### config.mk
export PLATFORM = sky130hd
export DESIGN_NAME = integer_to_base_string
export DESIGN_NICKNAME = d
export VERILOG_FILES = /design/src/rtl/ibts_pkg.sv /design/src/rtl/ibts_divider.sv /design/src/rtl/ibts_digit_mem.sv /design/src/rtl/integer_to_base_string.sv
export SDC_FILE = /design/constraint.sdc
export NUM_CORES = 1
export LEC_CHECK = 0
export ABC_CLOCK_PERIOD_IN_PS = 4500
export BUFFER_PORTS_ARGS = -buffer_cell sky130_fd_sc_hd__buf_2
export CAP_MARGIN = 20
export CORE_UTILIZATION = 55
export DETAILED_ROUTE_END_ITERATION = 8
export PLACE_DENSITY_LB_ADDON = 0.3
export SYNTH_ARGS = -nofsm -noshare
export SYNTH_HDL_FRONTEND = slang
export SYNTH_SLANG_ARGS = --single-unit
export TNS_END_PERCENT = 1
### constraint.sdc
create_clock -name clock -period 4.5 [get_ports clock]
set_input_delay 0.225 -clock clock [delete_from_list [all_inputs] [get_ports clock]]
set_output_delay 0.225 -clock clock [all_outputs]
set_load 0.005 [all_outputs]
### src/rtl/ibts_pkg.sv
// Shared constants, types and the digit-to-character function for the base conversion block.
`default_nettype none

package ibts_pkg;

   localparam int DEFAULT_WORD_BITS = 32;
   localparam int DEFAULT_MAX_CHARS = 33;

   localparam int BASE_W  = 6;
   localparam int DIGIT_W = 6;
   localparam int CHAR_W  = 7;

   localparam logic [BASE_W-1:0]  BASE_MIN   = 6'd2;
   localparam logic [BASE_W-1:0]  BASE_MAX   = 6'd36;
   localparam logic [DIGIT_W-1:0] DIGIT_SPAN = 6'd36;
   localparam logic [DIGIT_W-1:0] DEC_SPAN   = 6'd10;

   localparam logic [CHAR_W-1:0] CHAR_NONE  = 7'h00;
   localparam logic [CHAR_W-1:0] CHAR_MINUS = 7'h2D;
   localparam logic [CHAR_W-1:0] CHAR_ZERO  = 7'h30;
   localparam logic [CHAR_W-1:0] CHAR_A     = 7'h61;

   typedef enum logic [2:0] {
      ST_IDLE,
      ST_DIVIDE,
      ST_SIGN,
      ST_READ,
      ST_EMIT
   } state_type;

   // Status the serial divider hands back at the end of one division.
   typedef struct packed {
      logic               done;
      logic               nonzero;
      logic [DIGIT_W-1:0] remainder;
   } div_status_type;

   // Maps a digit value to its ASCII character from 0-9 then a-z.
   function automatic logic [CHAR_W-1:0] digit_char(input logic [DIGIT_W-1:0] d);
      logic [DIGIT_W-1:0] r;
      r = (d >= DIGIT_SPAN) ? (d - DIGIT_SPAN) : d;
      if (r < DEC_SPAN) begin
         return CHAR_ZERO + CHAR_W'(r);
      end else begin
         return CHAR_A + CHAR_W'(r - DEC_SPAN);
      end
   endfunction

endpackage

`default_nettype wire

### src/rtl/ibts_divider.sv
// Bit-serial restoring divider: one quotient bit per cycle by a small radix.
`default_nettype none

module ibts_divider
   import ibts_pkg::*;
#(
   parameter int WORD_BITS = DEFAULT_WORD_BITS
) (
   input  wire logic                 clock,
   input  wire logic                 reset,
   input  wire logic                 start,
   input  wire logic [WORD_BITS-1:0] dividend,
   input  wire logic [BASE_W-1:0]    base,
   output logic [WORD_BITS-1:0]      quotient,
   output div_status_type            status
);

   localparam int CNT_W = (WORD_BITS > 1) ? $clog2(WORD_BITS) : 1;
   localparam logic [CNT_W-1:0] LAST_BIT = CNT_W'(WORD_BITS - 1);

   logic [WORD_BITS-1:0] quo_ff, quo_in;
   logic [DIGIT_W-1:0]   rem_ff, rem_in;
   logic [CNT_W-1:0]     cnt_ff, cnt_in;
   logic                 run_ff, run_in;
   logic                 done_ff, done_in;
   logic                 nz_ff, nz_in;

   logic [DIGIT_W:0] trial;
   logic             fits;

   // The remainder stays below the base, so the trial value fits in seven bits.
   assign trial = {rem_ff, quo_ff[WORD_BITS-1]};
   assign fits  = trial >= {1'b0, base};

   always_comb begin
      quo_in  = quo_ff;
      rem_in  = rem_ff;
      cnt_in  = cnt_ff;
      run_in  = run_ff;
      nz_in   = nz_ff;
      done_in = 1'b0;
      if (start) begin
         quo_in = dividend;
         rem_in = '0;
         cnt_in = '0;
         run_in = 1'b1;
         nz_in  = 1'b0;
      end else if (run_ff) begin
         quo_in = {quo_ff[WORD_BITS-2:0], fits};
         rem_in = fits ? DIGIT_W'(trial - {1'b0, base}) : DIGIT_W'(trial);
         nz_in  = nz_ff | fits;
         cnt_in = cnt_ff + CNT_W'(1);
         if (cnt_ff == LAST_BIT) begin
            run_in  = 1'b0;
            done_in = 1'b1;
         end
      end
   end

   always_ff @(posedge clock) begin
      if (reset) begin
         run_ff  <= 1'b0;
         done_ff <= 1'b0;
         cnt_ff  <= '0;
      end else begin
         run_ff  <= run_in;
         done_ff <= done_in;
         cnt_ff  <= cnt_in;
      end
   end

   always_ff @(posedge clock) begin
      quo_ff <= quo_in;
      rem_ff <= rem_in;
      nz_ff  <= nz_in;
   end

   assign quotient         = quo_ff;
   assign status.done      = done_ff;
   assign status.nonzero   = nz_ff;
   assign status.remainder = rem_ff;

endmodule

`default_nettype wire

### src/rtl/ibts_digit_mem.sv
// Digit store: one write port and one registered read port.
`default_nettype none

module ibts_digit_mem
   import ibts_pkg::*;
#(
   parameter int DEPTH  = DEFAULT_MAX_CHARS,
   parameter int ADDR_W = $clog2(DEFAULT_MAX_CHARS)
) (
   input  wire logic               clock,
   input  wire logic               wr_en,
   input  wire logic [ADDR_W-1:0]  wr_addr,
   input  wire logic [DIGIT_W-1:0] wr_data,
   input  wire logic               rd_en,
   input  wire logic [ADDR_W-1:0]  rd_addr,
   output logic [DIGIT_W-1:0]      rd_data
);

   logic [DIGIT_W-1:0] mem_ff [DEPTH];
   logic [DIGIT_W-1:0] rd_data_ff;

   always_ff @(posedge clock) begin
      if (wr_en) begin
         mem_ff[wr_addr] <= wr_data;
      end
   end

   always_ff @(posedge clock) begin
      if (rd_en) begin
         rd_data_ff <= mem_ff[rd_addr];
      end
   end

   assign rd_data = rd_data_ff;

endmodule

`default_nettype wire

### src/rtl/integer_to_base_string.sv
// Top level: converts a signed integer to its text form in base 2 to 36.
// The block takes one request at a time: a request is accepted at a rising edge where start
// is high and busy is low. A valid base turns the magnitude of req_value into digits, least
// significant first, with a bit-serial divider, and writes each remainder to the digit store.
// The digits are then played back from the digit store, most significant first, each one
// through a read state and then an output state, after a leading '-' for a negative value.
// An invalid base (0, 1 or above 36) gives one result with rsp_empty_res and rsp_last high
// and rsp_character zero on the next cycle, and busy does not rise. Each result is shown
// for exactly one cycle with rsp_valid high; the receiver cannot stall the block and must
// take every result as it comes. The final character of a conversion carries rsp_last.
`default_nettype none

module integer_to_base_string
   import ibts_pkg::*;
#(
   parameter int WORD_BITS = DEFAULT_WORD_BITS,
   parameter int MAX_CHARS = DEFAULT_MAX_CHARS
) (
   input  wire logic                        clock,
   input  wire logic                        reset,
   input  wire logic                        start,
   output logic                             busy,
   input  wire logic signed [WORD_BITS-1:0] req_value,
   input  wire logic [BASE_W-1:0]           req_base,
   output logic                             rsp_valid,
   output logic [CHAR_W-1:0]                rsp_character,
   output logic                             rsp_empty_res,
   output logic                             rsp_last
);

   // The digit count never reaches MAX_CHARS, so one address width serves both.
   localparam int ADDR_W = $clog2(MAX_CHARS);
   localparam logic [ADDR_W-1:0] DIGIT_LIMIT = ADDR_W'(MAX_CHARS - 1);

   state_type state_ff, state_in;

   logic [ADDR_W-1:0] count_ff, count_in;
   logic              neg_ff, neg_in;
   logic [BASE_W-1:0] base_ff, base_in;

   logic              rsp_valid_ff, rsp_valid_in;
   logic [CHAR_W-1:0] char_ff, char_in;
   logic              empty_ff, empty_in;
   logic              last_ff, last_in;

   logic                 accept;
   logic                 base_ok;
   logic [WORD_BITS-1:0] value_u;
   logic [WORD_BITS-1:0] magnitude;
   logic [ADDR_W-1:0]    count_next;

   logic                 div_start;
   logic [WORD_BITS-1:0] div_dividend;
   logic [WORD_BITS-1:0] div_quotient;
   div_status_type       div_status;

   logic               mem_wr_en;
   logic               mem_rd_en;
   logic [ADDR_W-1:0]  mem_rd_addr;
   logic [DIGIT_W-1:0] mem_rd_data;

   assign accept     = start && !busy;
   assign base_ok    = (req_base >= BASE_MIN) && (req_base <= BASE_MAX);
   assign value_u    = req_value;
   // Negating in unsigned arithmetic makes the most negative value its own exact magnitude.
   assign magnitude  = value_u[WORD_BITS-1] ? (~value_u + WORD_BITS'(1)) : value_u;
   assign count_next = count_ff + ADDR_W'(1);

   always_comb begin
      state_in     = state_ff;
      count_in     = count_ff;
      neg_in       = neg_ff;
      base_in      = base_ff;
      rsp_valid_in = 1'b0;
      char_in      = char_ff;
      empty_in     = 1'b0;
      last_in      = 1'b0;
      div_start    = 1'b0;
      div_dividend = div_quotient;
      mem_wr_en    = 1'b0;
      mem_rd_en    = 1'b0;
      mem_rd_addr  = count_ff - ADDR_W'(1);

      unique case (state_ff)
         ST_IDLE: begin
            div_dividend = magnitude;
            if (accept) begin
               if (!base_ok) begin
                  // Rejected base: one empty result, conversion state untouched.
                  rsp_valid_in = 1'b1;
                  char_in      = CHAR_NONE;
                  empty_in     = 1'b1;
                  last_in      = 1'b1;
               end else begin
                  neg_in    = value_u[WORD_BITS-1];
                  base_in   = req_base;
                  count_in  = '0;
                  div_start = 1'b1;
                  state_in  = ST_DIVIDE;
               end
            end
         end
         ST_DIVIDE: begin
            if (div_status.done) begin
               // Store this digit, then either divide the quotient again or play back.
               mem_wr_en = 1'b1;
               count_in  = count_next;
               if (div_status.nonzero && (count_next < DIGIT_LIMIT)) begin
                  div_start = 1'b1;
               end else if (neg_ff) begin
                  state_in = ST_SIGN;
               end else begin
                  state_in = ST_READ;
               end
            end
         end
         ST_SIGN: begin
            rsp_valid_in = 1'b1;
            char_in      = CHAR_MINUS;
            state_in     = ST_READ;
         end
         ST_READ: begin
            mem_rd_en = 1'b1;
            count_in  = count_ff - ADDR_W'(1);
            state_in  = ST_EMIT;
         end
         ST_EMIT: begin
            rsp_valid_in = 1'b1;
            char_in      = digit_char(mem_rd_data);
            if (count_ff == '0) begin
               last_in  = 1'b1;
               state_in = ST_IDLE;
            end else begin
               state_in = ST_READ;
            end
         end
         default: begin
            state_in = ST_IDLE;
         end
      endcase
   end

   always_ff @(posedge clock) begin
      if (reset) begin
         state_ff     <= ST_IDLE;
         count_ff     <= '0;
         rsp_valid_ff <= 1'b0;
      end else begin
         state_ff     <= state_in;
         count_ff     <= count_in;
         rsp_valid_ff <= rsp_valid_in;
      end
   end

   always_ff @(posedge clock) begin
      neg_ff   <= neg_in;
      base_ff  <= base_in;
      char_ff  <= char_in;
      empty_ff <= empty_in;
      last_ff  <= last_in;
   end

   ibts_divider #(
      .WORD_BITS (WORD_BITS)
   ) u_divider (
      .clock    (clock),
      .reset    (reset),
      .start    (div_start),
      .dividend (div_dividend),
      .base     (base_ff),
      .quotient (div_quotient),
      .status   (div_status)
   );

   ibts_digit_mem #(
      .DEPTH  (MAX_CHARS),
      .ADDR_W (ADDR_W)
   ) u_digit_mem (
      .clock   (clock),
      .wr_en   (mem_wr_en),
      .wr_addr (count_ff),
      .wr_data (div_status.remainder),
      .rd_en   (mem_rd_en),
      .rd_addr (mem_rd_addr),
      .rd_data (mem_rd_data)
   );

   assign busy          = (state_ff != ST_IDLE);
   assign rsp_valid     = rsp_valid_ff;
   assign rsp_character = char_ff;
   assign rsp_empty_res = empty_ff;
   assign rsp_last      = last_ff;

endmodule

`default_nettype wire

; After elaboration in Yosys (flattened, before gate mapping)
; Memories as Yosys holds them, arrays and structs flattened. A register that Yosys moved wholly into a read port is not among the register bits.
; Cells that the tools add are included.
[totals]
register_bits = 72
ram_bits = 198
inputBits = 41
out_inout_bits = 11
word_cells = 102
n_memories = 1
[classes]
add_sub_neg = 9
n_lt_le_gt_ge = 6
eq_ne = 11
muxes = 40
n_bitwise = 3
reduce_logical = 18
[memory_table]
columns = name, depth, width, read_ports, rd_clocked_by_memory_dff, write_ports, line_no
row1 = u_digit_mem.mem_ff, 33, 6, 1, 1, 1, ibts_digit_mem.sv:19  ; logic [DIGIT_W-1:0] mem_ff [DEPTH];
[op_table]
columns = operator, count
row1 = 2-to-1 mux 32 bit, 4
row2 = adder 32 x 1 -> 32 bit (second input constant), 1
row3 = NOT 32 bit, 1
row4 = 2-to-1 mux 6 bit, 5
row5 = 2-to-1 mux 7 bit, 3
row6 = case mux 7 bit (3 select lines), 1
row7 = case mux 6 bit (3 select lines), 1
row8 = 2-to-1 mux 1 bit, 17
row9 = case mux 3 bit (5 select lines), 1
row10 = 2-to-1 mux 3 bit, 4
row11 = nonzero test 3 bit, 3
row12 = inequality test 2 bit (second input constant), 4
row13 = AND reduction 4 bit, 2
row14 = adder 6 x 6 -> 7 bit (first input constant), 1
row15 = adder 7 bit (first input constant), 1
row16 = >= comparator 7 x 6 -> 1 bit, 1
row17 = subtractor 6 x 4 -> 7 bit (second input constant), 1
row18 = adder 6 x 1 -> 6 bit (second input constant), 1
row19 = equality test 3 x 2 -> 1 bit (second input constant), 2
row20 = >= comparator 6 x 2 -> 1 bit (second input constant), 1
row21 = >= comparator 6 bit (second input constant), 1
row22 = <= comparator 6 bit (second input constant), 1
row23 = logical NOT 6 bit, 1
row24 = < comparator 6 x 4 -> 1 bit (second input constant), 1
row25 = other kinds (21), 28

; Logic depth before layout (Yosys ltp)
; Gate-level depths: netlist of run 1.
[logic_depth]
depth_word = 8
ltp_mapped = 12
mapped_depth_nobuf = 11

; Hierarchy
; From an unflattened synthesis of run 1, not the netlist that was laid out.
[unflattened]
hier_cells = 993
area_unflattened_um2 = 13207.7
[by_module_without_submodules]
columns = module, n_inst, cells_each, area_each_um2, seq_area_each_um2
row1 = ibts_digit_mem, 1, 458, 8220.4, 6125.9
row2 = integer_to_base_string, 1, 358, 2727.6, 660.6
row3 = ibts_divider, 1, 177, 2259.7, 1241.2

; Worst setup path after synthesis of run 1
; OpenSTA, ideal clock, no wires.
[synth_timing]
path_type = register to register
from = register count_ff[1]
to = register u_divider.quo_ff[0], in the netlist u_divider.quotient[0] (enable)
setup_time_ns = 0.433
t_arrival_ns = 3.232
required_ns = 4.067
slack_ns = 0.835
path_stages_with_launch = 9
path_buffers = 3
synth_period_minus_slack_ns = 3.665
path_cell_list = dfxtp_1 > clkbuf_1 > and3_1 > nand3_1 > xor2_1 > a31o_2 > buf_2 > buf_2 > o22ai_1
[synth_between]
elab_chain_len = 8
word_cells_on_any_way = 9
cone_classes = 1 x add/sub / 1 x order compare / 1 x eq/ne / 3 x mux / 3 x reduce/logical
[synth_rtl]
columns = element, line_no
row1 = "start, declared", integer_to_base_string.sv:37  ; logic [ADDR_W-1:0] count_ff, count_in;
row2 = "start signal, assigned", integer_to_base_string.sv:150  ; count_ff <= count_in;
row3 = adder 6 x 1 -> 6 bit *, integer_to_base_string.sv:67  ; assign count_next = count_ff + ADDR_W'(1);
row4 = < comparator 6 bit *, integer_to_base_string.sv:108  ; if (div_status.nonzero && (count_next < DIGIT_LIMIT)) begin
row5 = logical AND 1 bit *, integer_to_base_string.sv:108
row6 = 2-to-1 mux 1 bit *, integer_to_base_string.sv:108
row7 = 2-to-1 mux 1 bit *, integer_to_base_string.sv:104  ; if (div_status.done) begin
row8 = case mux 1 bit (2 select lines) *, integer_to_base_string.sv:84  ; unique case (state_ff)
row9 = inequality test 2 x 1 -> 1 bit (no line) or nonzero test 2 bit (tied branches), --
row10 = AND reduction 2 bit (no line) *, --
row11 = "end signal, assigned", ibts_divider.sv:73  ; quo_ff <= quo_in;
row12 = "end, declared", ibts_divider.sv:21  ; logic [WORD_BITS-1:0] quo_ff, quo_in;
; Every way passes the cells marked *; elsewhere a longest branch is shown, timed or not.
; A chain may end at the register's enable or synchronous reset.

; Final worst setup path of run 1
[layout_timing]
from = register u_digit_mem.rd_data_ff[0], in the netlist u_digit_mem.rd_data[0] (read register of u_digit_mem.mem_ff)
to = register char_ff[3], in the netlist rsp_character[3], data pin
[layout_between]
elab_chain_len = 6
word_cells_on_any_way = 9
cone_classes = 4 x add/sub / 2 x order compare / 3 x mux
[layout_rtl]
columns = element, line_no
row1 = "start, declared", ibts_digit_mem.sv:20  ; logic [DIGIT_W-1:0] rd_data_ff;
row2 = subtractor 6 bit or >= comparator 6 bit (tied branches), ibts_pkg.sv:41  ; r = (d >= DIGIT_SPAN) ? (d - DIGIT_SPAN) : d;
row3 = 2-to-1 mux 6 bit *, ibts_pkg.sv:41
row4 = subtractor 6 x 4 -> 7 bit, ibts_pkg.sv:45  ; return CHAR_A + CHAR_W'(r - DEC_SPAN);
row5 = adder 7 bit, ibts_pkg.sv:45
row6 = 2-to-1 mux 7 bit *, ibts_pkg.sv:42  ; if (r < DEC_SPAN) begin
row7 = case mux 7 bit (3 select lines) *, integer_to_base_string.sv:84
row8 = net char_in[3], integer_to_base_string.sv:42  ; logic [CHAR_W-1:0] char_ff, char_in;
row9 = "end signal, assigned", integer_to_base_string.sv:158  ; char_ff <= char_in;
row10 = "end, declared", integer_to_base_string.sv:42
; The timed path passes the listed nets; every way through them passes the cells marked *.

==> flow_summary.yaml, run 1 <==
cts:
  ctsHoldBuffers: 7
  cts_resized: 0
  cts_root_buf: "clkbuf_16"
  cts_buffers: 28
  htree_num_levels: 1
  clk_path_buf_depth: 3
  cts_tree: "yes"
  clk_pin_slew_ps: 60
  clkSinkCount: 276
  insertion_delay_ps: 560
  post-cts-setup-buffers: 0
timing:
  fin_crit_ps: 3340
  tightestPinTransition_ps: 1100
  setup_ws_ps: 1160
  timing.final.crit_share_pct: 74.2
  hold_viol: 0
  tns_ps: 0
  setup_viol: 0
  clock_skew_ps: 35.0
  slew_headroom_pct: 26.6
  finalMaxSlewViolations: 0
  grt_setup_unrepaired: "no"
  clock.fmax_ghz: 0.300
yosys:
  synth_edf_count: 250
  synth-seq-area-share_pct: 65.2
  synth_ff_type: "edfxtp_1"
  mappedNetlistArea_mm2: 0.0123
  syn_avg_cell_area_um2: 14.6
  synthArstFlopShare_pct: 0
  synth_seq_cells: 276
  syn-instance-count: 841
  synth_nets: 902
  synth_cell_types: 55
  yosys_warnings: 0
routing:
  viasPerCell: 5.93
  drcViolationCount: 0
  routed_wl_um: 24700
  drtAntennaViolNets: 0
  dr.pass1.iters: 6
  post_drt_wl_per_cell_um: 20.5
  vias: 7118
  drt_iter0_markers: 724
floorplan:
  fp.dieArea_mm2: 0.0230
  die_y_um: 152
  boundaryPins: 52
  start_util_pct: 56.3
  rows: 54
  core_area_mm2: 0.0219
  dieWidth_um: 152
setup_path:
  reg2reg_from: "u_digit_mem.rd_data[0]"
  required_ps: 4810
  reg2reg_to: "rsp_character[3]"
  worstPathMaxFanout: 7
  path_class: "reg -> reg"
  r2r_cells: 9
  critPathLaunchType: "flip-flop"
  rrSetupSlack_ps: 1160
  critPathArrivalTime_ps: 3650
  crit_path_end_kind: "flip-flop"
finish:
  drive_gt1_share_pct: 21.0
  syn_to_final_growth_pct: 13.9
  final_cell_mix: "edfxtp_1, nor2_1, nand2_1, mux4_2, o21ai_0"
  nNetsFinal: 960
  final_common_cell: "edfxtp_1"
  num_antenna_cells: 0
placed_design:
  place_hpwl_um: 16100
  pre_cts_ws_ps: 1210
  place_congestion: 0.844
  numPortBuffers: 51
global_routing:
  grt_antenna_before_repair: 0
  grt_overflow_total: 0
  grt_pass1_wl_um: 37900
  track_usage_pct: 22.0
  grt_max_degree: 53
  grt_pass1_vias: 6786
flow_run:
  max_cap_violations: 0
pwr:
  leakage_nw: 4.80
  swShare_pct: 23.2
  powerDensity_mw_per_mm2: 452
  switchingPower_mw: 1.47
  ir_drop_v: 0.000343
  clkPwrFrac_pct: 40.0
  intPower_mw: 4.87
  seq_power_share_pct: 49.8
  p_comb_share_pct: 10.2
outcome:
  status: "finished, final reports clean"
hold_path:
  hold_class: "in -> reg"
  hp-start: "reset"
  hold_end: "count_ff[0]"
  holdPathStages: 2
-- layer usage --
| metal | wire, µm | track usage, % |
|---|---|---|
| met5 | 0 | 0 |
| met4 | 718 | 7.18 |
| met3 | 1480 | 3.62 |
| met1 | 10300 | 29.9 |
| met2 | 12200 | 36.4 |
-- power groups by stage --
stage	clock (mW)	sequential, mW	combinational, mW
detailed placement	0	3.24	0.589
finish	2.54	3.16	0.648
CTS	2.57	3.19	0.601
global route	2.67	3.17	0.728
global placement	0	3.24	0.576
floorplan	0	3.26	0.337
-- Yosys cell counts (6+ instances only) --
| cell type | n | share of area, % |
|---|---|---|
| a21o_1 | 8 | 0.49 |
| a21oi_1 | 29 | 1.2 |
| buf_2 | 11 | 0.45 |
| clkbuf_1 | 31 | 0.94 |
| dfxtp_1 | 26 | 4.2 |
| edfxtp_1 | 250 | 61 |
| ha_1 | 19 | 1.9 |
| inv_1 | 28 | 0.85 |
| mux2i_1 | 14 | 1.1 |
| mux4_2 | 60 | 11 |
| nand2_1 | 60 | 1.8 |
| nand3_1 | 14 | 0.57 |
| nand4_1 | 6 | 0.30 |
| nor2_1 | 69 | 2.1 |
| nor2b_1 | 6 | 0.30 |
| nor3_1 | 14 | 0.57 |
| nor4_1 | 6 | 0.30 |
| o21ai_0 | 57 | 2.3 |
| o31ai_1 | 8 | 0.49 |
| or3_1 | 13 | 0.66 |
| xnor2_1 | 11 | 0.78 |
| xor2_1 | 33 | 2.3 |
-- worst max path at each step --
stage,startpoint,end,slack [ps]
CTS,count_ff[0],u_digit_mem.rd_data[2],1170
floorplan,count_ff[1],u_divider.quotient[0],840
finish,u_digit_mem.rd_data[0],rsp_character[3],1160
detailed placement,count_ff[0],u_digit_mem.rd_data[2],1210
global route,u_digit_mem.rd_data[0],rsp_character[3],960
global placement,count_ff[0],u_digit_mem.rd_data[2],1230
-- registers in the layout, indices dropped and copies added, names as in the netlist --
| register | cells |
|---|---|
| u_divider.done_ff | 1 |
| state_ff | 3 |
| rsp_empty_res | 1 |
| u_digit_mem.mem_ff | 198 |
| count_ff | 6 |
| u_divider.rem_ff | 6 |
| rsp_character | 7 |
| u_divider.run_ff | 1 |
| rsp_last | 1 |
| u_divider.nz_ff | 1 |
| neg_ff | 1 |
| u_digit_mem.rd_data | 6 |
| u_divider.quotient | 32 |
| rsp_valid | 1 |
| u_divider.cnt_ff | 5 |
| base_ff | 6 |
-- worst max-delay path, stage by stage (launching register included) --
cell	delay [ps]
edfxtp_1	440
inv_1	110
ha_1	140
nand2_1	80
a31oi_1	530
mux2_2	430
o31ai_1	680
buf_4	270
a211oi_1	70
a311o_1	320
-- per-stage QoR --
step / power (mW) / utilization, % / instances / area [µm²] / hold slack, ps
2_1_floorplan: 3.60 / - / 841 / 12300 / 297
3_3_place_gp: 3.81 / 58.9 / 1140 / 12900 / 420
3_5_place_dp: 3.83 / 58.9 / 1140 / 12900 / 420
4_1_cts: 6.36 / 63.9 / 1199 / 14000 / 16.7
5_1_grt: 6.57 / 64.1 / 1201 / 14000 / 55.3
6_report: 6.35 / 64.1 / 1201 / 14000 / 35.5
-- logic make-up (layout without fill, tap and decap cells) --
kind of cell	Yosys count	in the layout	synth area share, %
AOI/OAI and AO/OA	138	138	6.79
xor gates and xnor gates	44	44	3.13
adders and majority gates	20	20	2.09
buffers and inverters	74	154	2.37
DFF	276	276	65.2
muxes	75	75	12.2
and+or+nand+nor	214	214	8.24
-- layout make-up --
| type | instances | area (µm²) |
|---|---|---|
| clock inverter | 21 | 309 |
| timing repair buffer | 74 | 475 |
| clock buffer | 31 | 722 |
| inverter | 28 | 105 |
| multi-input combinational | 491 | 4030 |
| fill | 1558 | 7870 |
| sequential | 276 | 8030 |
| tap | 280 | 350 |
No activity file was read; power rests on OpenSTA's default activity.
==> run 2: changes to the inputs <==
- ABC_CLOCK_PERIOD_IN_PS: 4500 -> 3370
- clock period: 4.5 -> 3.37 ns (I/O delays scaled with it)
==> run 2 against run 1 <==
Via count is 2.1% higher. Wire length increased by 1.6%. Largest cell class unchanged. Worst hold slack got worse by 14 ps.
==> flow_summary.yaml, run 2 (synthesized netlist as in run 1, its figures left out) <==
finish:
  num_antenna_cells: 0
  largest_reg_flops: 198
  final_cell_mix: "edfxtp_1, nor2_1, nand2_1, mux4_2, o21ai_0"
  fillers: 1563
  nNetsFinal: 989
  multi_input_area_mm2: 0.00403
  top_register: "u_digit_mem.mem_ff"
  drive_gt1_share_pct: 22.3
  finalNonFillerCells: 1229
  syn_to_final_growth_pct: 14.7
  regArea_mm2: 0.00803
  final_common_cell: "edfxtp_1"
timing:
  timing.final.crit_share_pct: 85.0
  grt_setup_unrepaired: "no"
  tightestPinTransition_ps: 714
  finalMaxSlewViolations: 0
  setup_viol: 0
  tns_ps: 0
  clock.fmax_ghz: 0.349
  setup_ws_ps: 504
  fin_crit_ps: 2870
  hold_viol: 0
  clock_skew_ps: 29.9
  slew_headroom_pct: 52.2
setup_path:
  required_ps: 3660
  cp_common_cell: "mux4_2"
  path_cells: "inv_1 -> ha_2 -> buf_12 -> mux4_2 -> mux4_2 -> mux2i_1 -> a21oi_1"
  critPathLaunchType: "flip-flop"
  path_class: "reg -> reg"
  r2r_cells: 7
  worstPathMaxFanout: 19
  crit_path_end_kind: "flip-flop"
  max_stage_delay_ps: 630
  cp_slowest_cell: "ha_2"
  critPathArrivalTime_ps: 3160
global_routing:
  grt_antenna_before_repair: 0
  grt_pass1_wl_um: 38400
  grt_pass1_vias: 6848
  track_usage_pct: 22.4
  grt_overflow_total: 0
  grt_max_degree: 57
placed_design:
  pre_cts_ws_ps: 520
  place_hpwl_um: 16500
  dp.cells: 1169
  numPortBuffers: 51
  place_congestion: 0.798
cts:
  cts_tree: "yes"
  insertion_delay_ps: 550
  clk_path_buf_depth: 3
  clk_pin_slew_ps: 70
  htree_num_levels: 1
  post-cts-setup-buffers: 0
  cts_root_buf: "clkbuf_16"
  cts_buffers: 27
  clkSinkCount: 276
hold_path:
  holdPathStages: 3
  hold_class: "in -> reg"
pwr:
  ir_drop_v: 0.000488
  leakage_nw: 4.89
  powerDensity_mw_per_mm2: 575
outcome:
  status: "finished, final reports clean"
flow_run:
  max_cap_violations: 0
floorplan:
  rows: 54
  die_y_um: 152
  dieWidth_um: 152
  fp.dieArea_mm2: 0.0230
  start_util_pct: 56.3
  core_area_mm2: 0.0219
  boundaryPins: 52
routing:
  drcViolationCount: 0
  post_drt_wl_per_cell_um: 20.4
  drtAntennaViolNets: 0
  viasPerCell: 5.92
  drt_iter0_markers: 661
  dr.pass1.iters: 5
  routed_wl_um: 25100
  vias: 7271
-- run 2: what timing repair did --
item	in CTS	in global routing
hold buffers	9	0
resized for setup	0	0
endpoints found under the hold margin	16	0
setup endpoints to repair	0	0
-- run 2: worst paths after layout --
path / start / to / slack, ps
worst max-delay path: count_ff[1] / u_digit_mem.rd_data[2] / 500
worst min-delay path: req_value[19] / u_divider.quotient[19] / 20
worst max register to register: count_ff[1] / u_digit_mem.rd_data[2] / 500
worst min register to register: u_divider.quotient[29] / u_divider.quotient[30] / 520
-- run 2: metrics by stage --
step | hold slack [ps] | total power [mW] | util, % | cell area [µm²]
final | 21.1 | 8.12 | 64.5 | 14100
after global placement | 360 | 5.12 | 60.0 | 13100
after detailed placement | 363 | 5.14 | 60.0 | 13100
after CTS | 5.26 | 8.17 | 64.5 | 14100
after floorplan | 240 | 4.81 | - | 12300
after global routing | 32.3 | 8.42 | 64.5 | 14100
-- run 2: cell type report --
cell class              count  share of cell area (%)
flip-flops and latches    276                    56.8
multi-input cells         491                    28.5
repair buffers            104                    5.03
clock buffers              31                    4.89
well taps                 280                    2.48
clock inverters            19                    1.47
inverters                  28                   0.744
-- run 2: report_power, final --
group | switching (mW) | internal (mW) | leakage, nW
registers | 0.0561 | 4.11 | 2.51
clock network | 1.25 | 1.78 | 0.437
logic | 0.611 | 0.300 | 1.94
-- run 2: worst max-delay path, delay by kind of cell, from the launching register on --
kind                       cells  cell delay, ps
DFF                            1             520
buffers and inverters          2             340
adders and majority gates      1             630
muxes                          3            1000
AOI/OAI and AO/OA              1             120
-- run 2: layer usage --
layer	track usage (%)	vias to the layer above	share of wire [%]	wire length, µm
li1	-	3408	-	-
met1	31.3	3607	43	10700
met2	36.4	219	50	12400
met3	3.35	37	5.6	1410
met4	6.53	0	2.2	560
met5	0	-	0	0
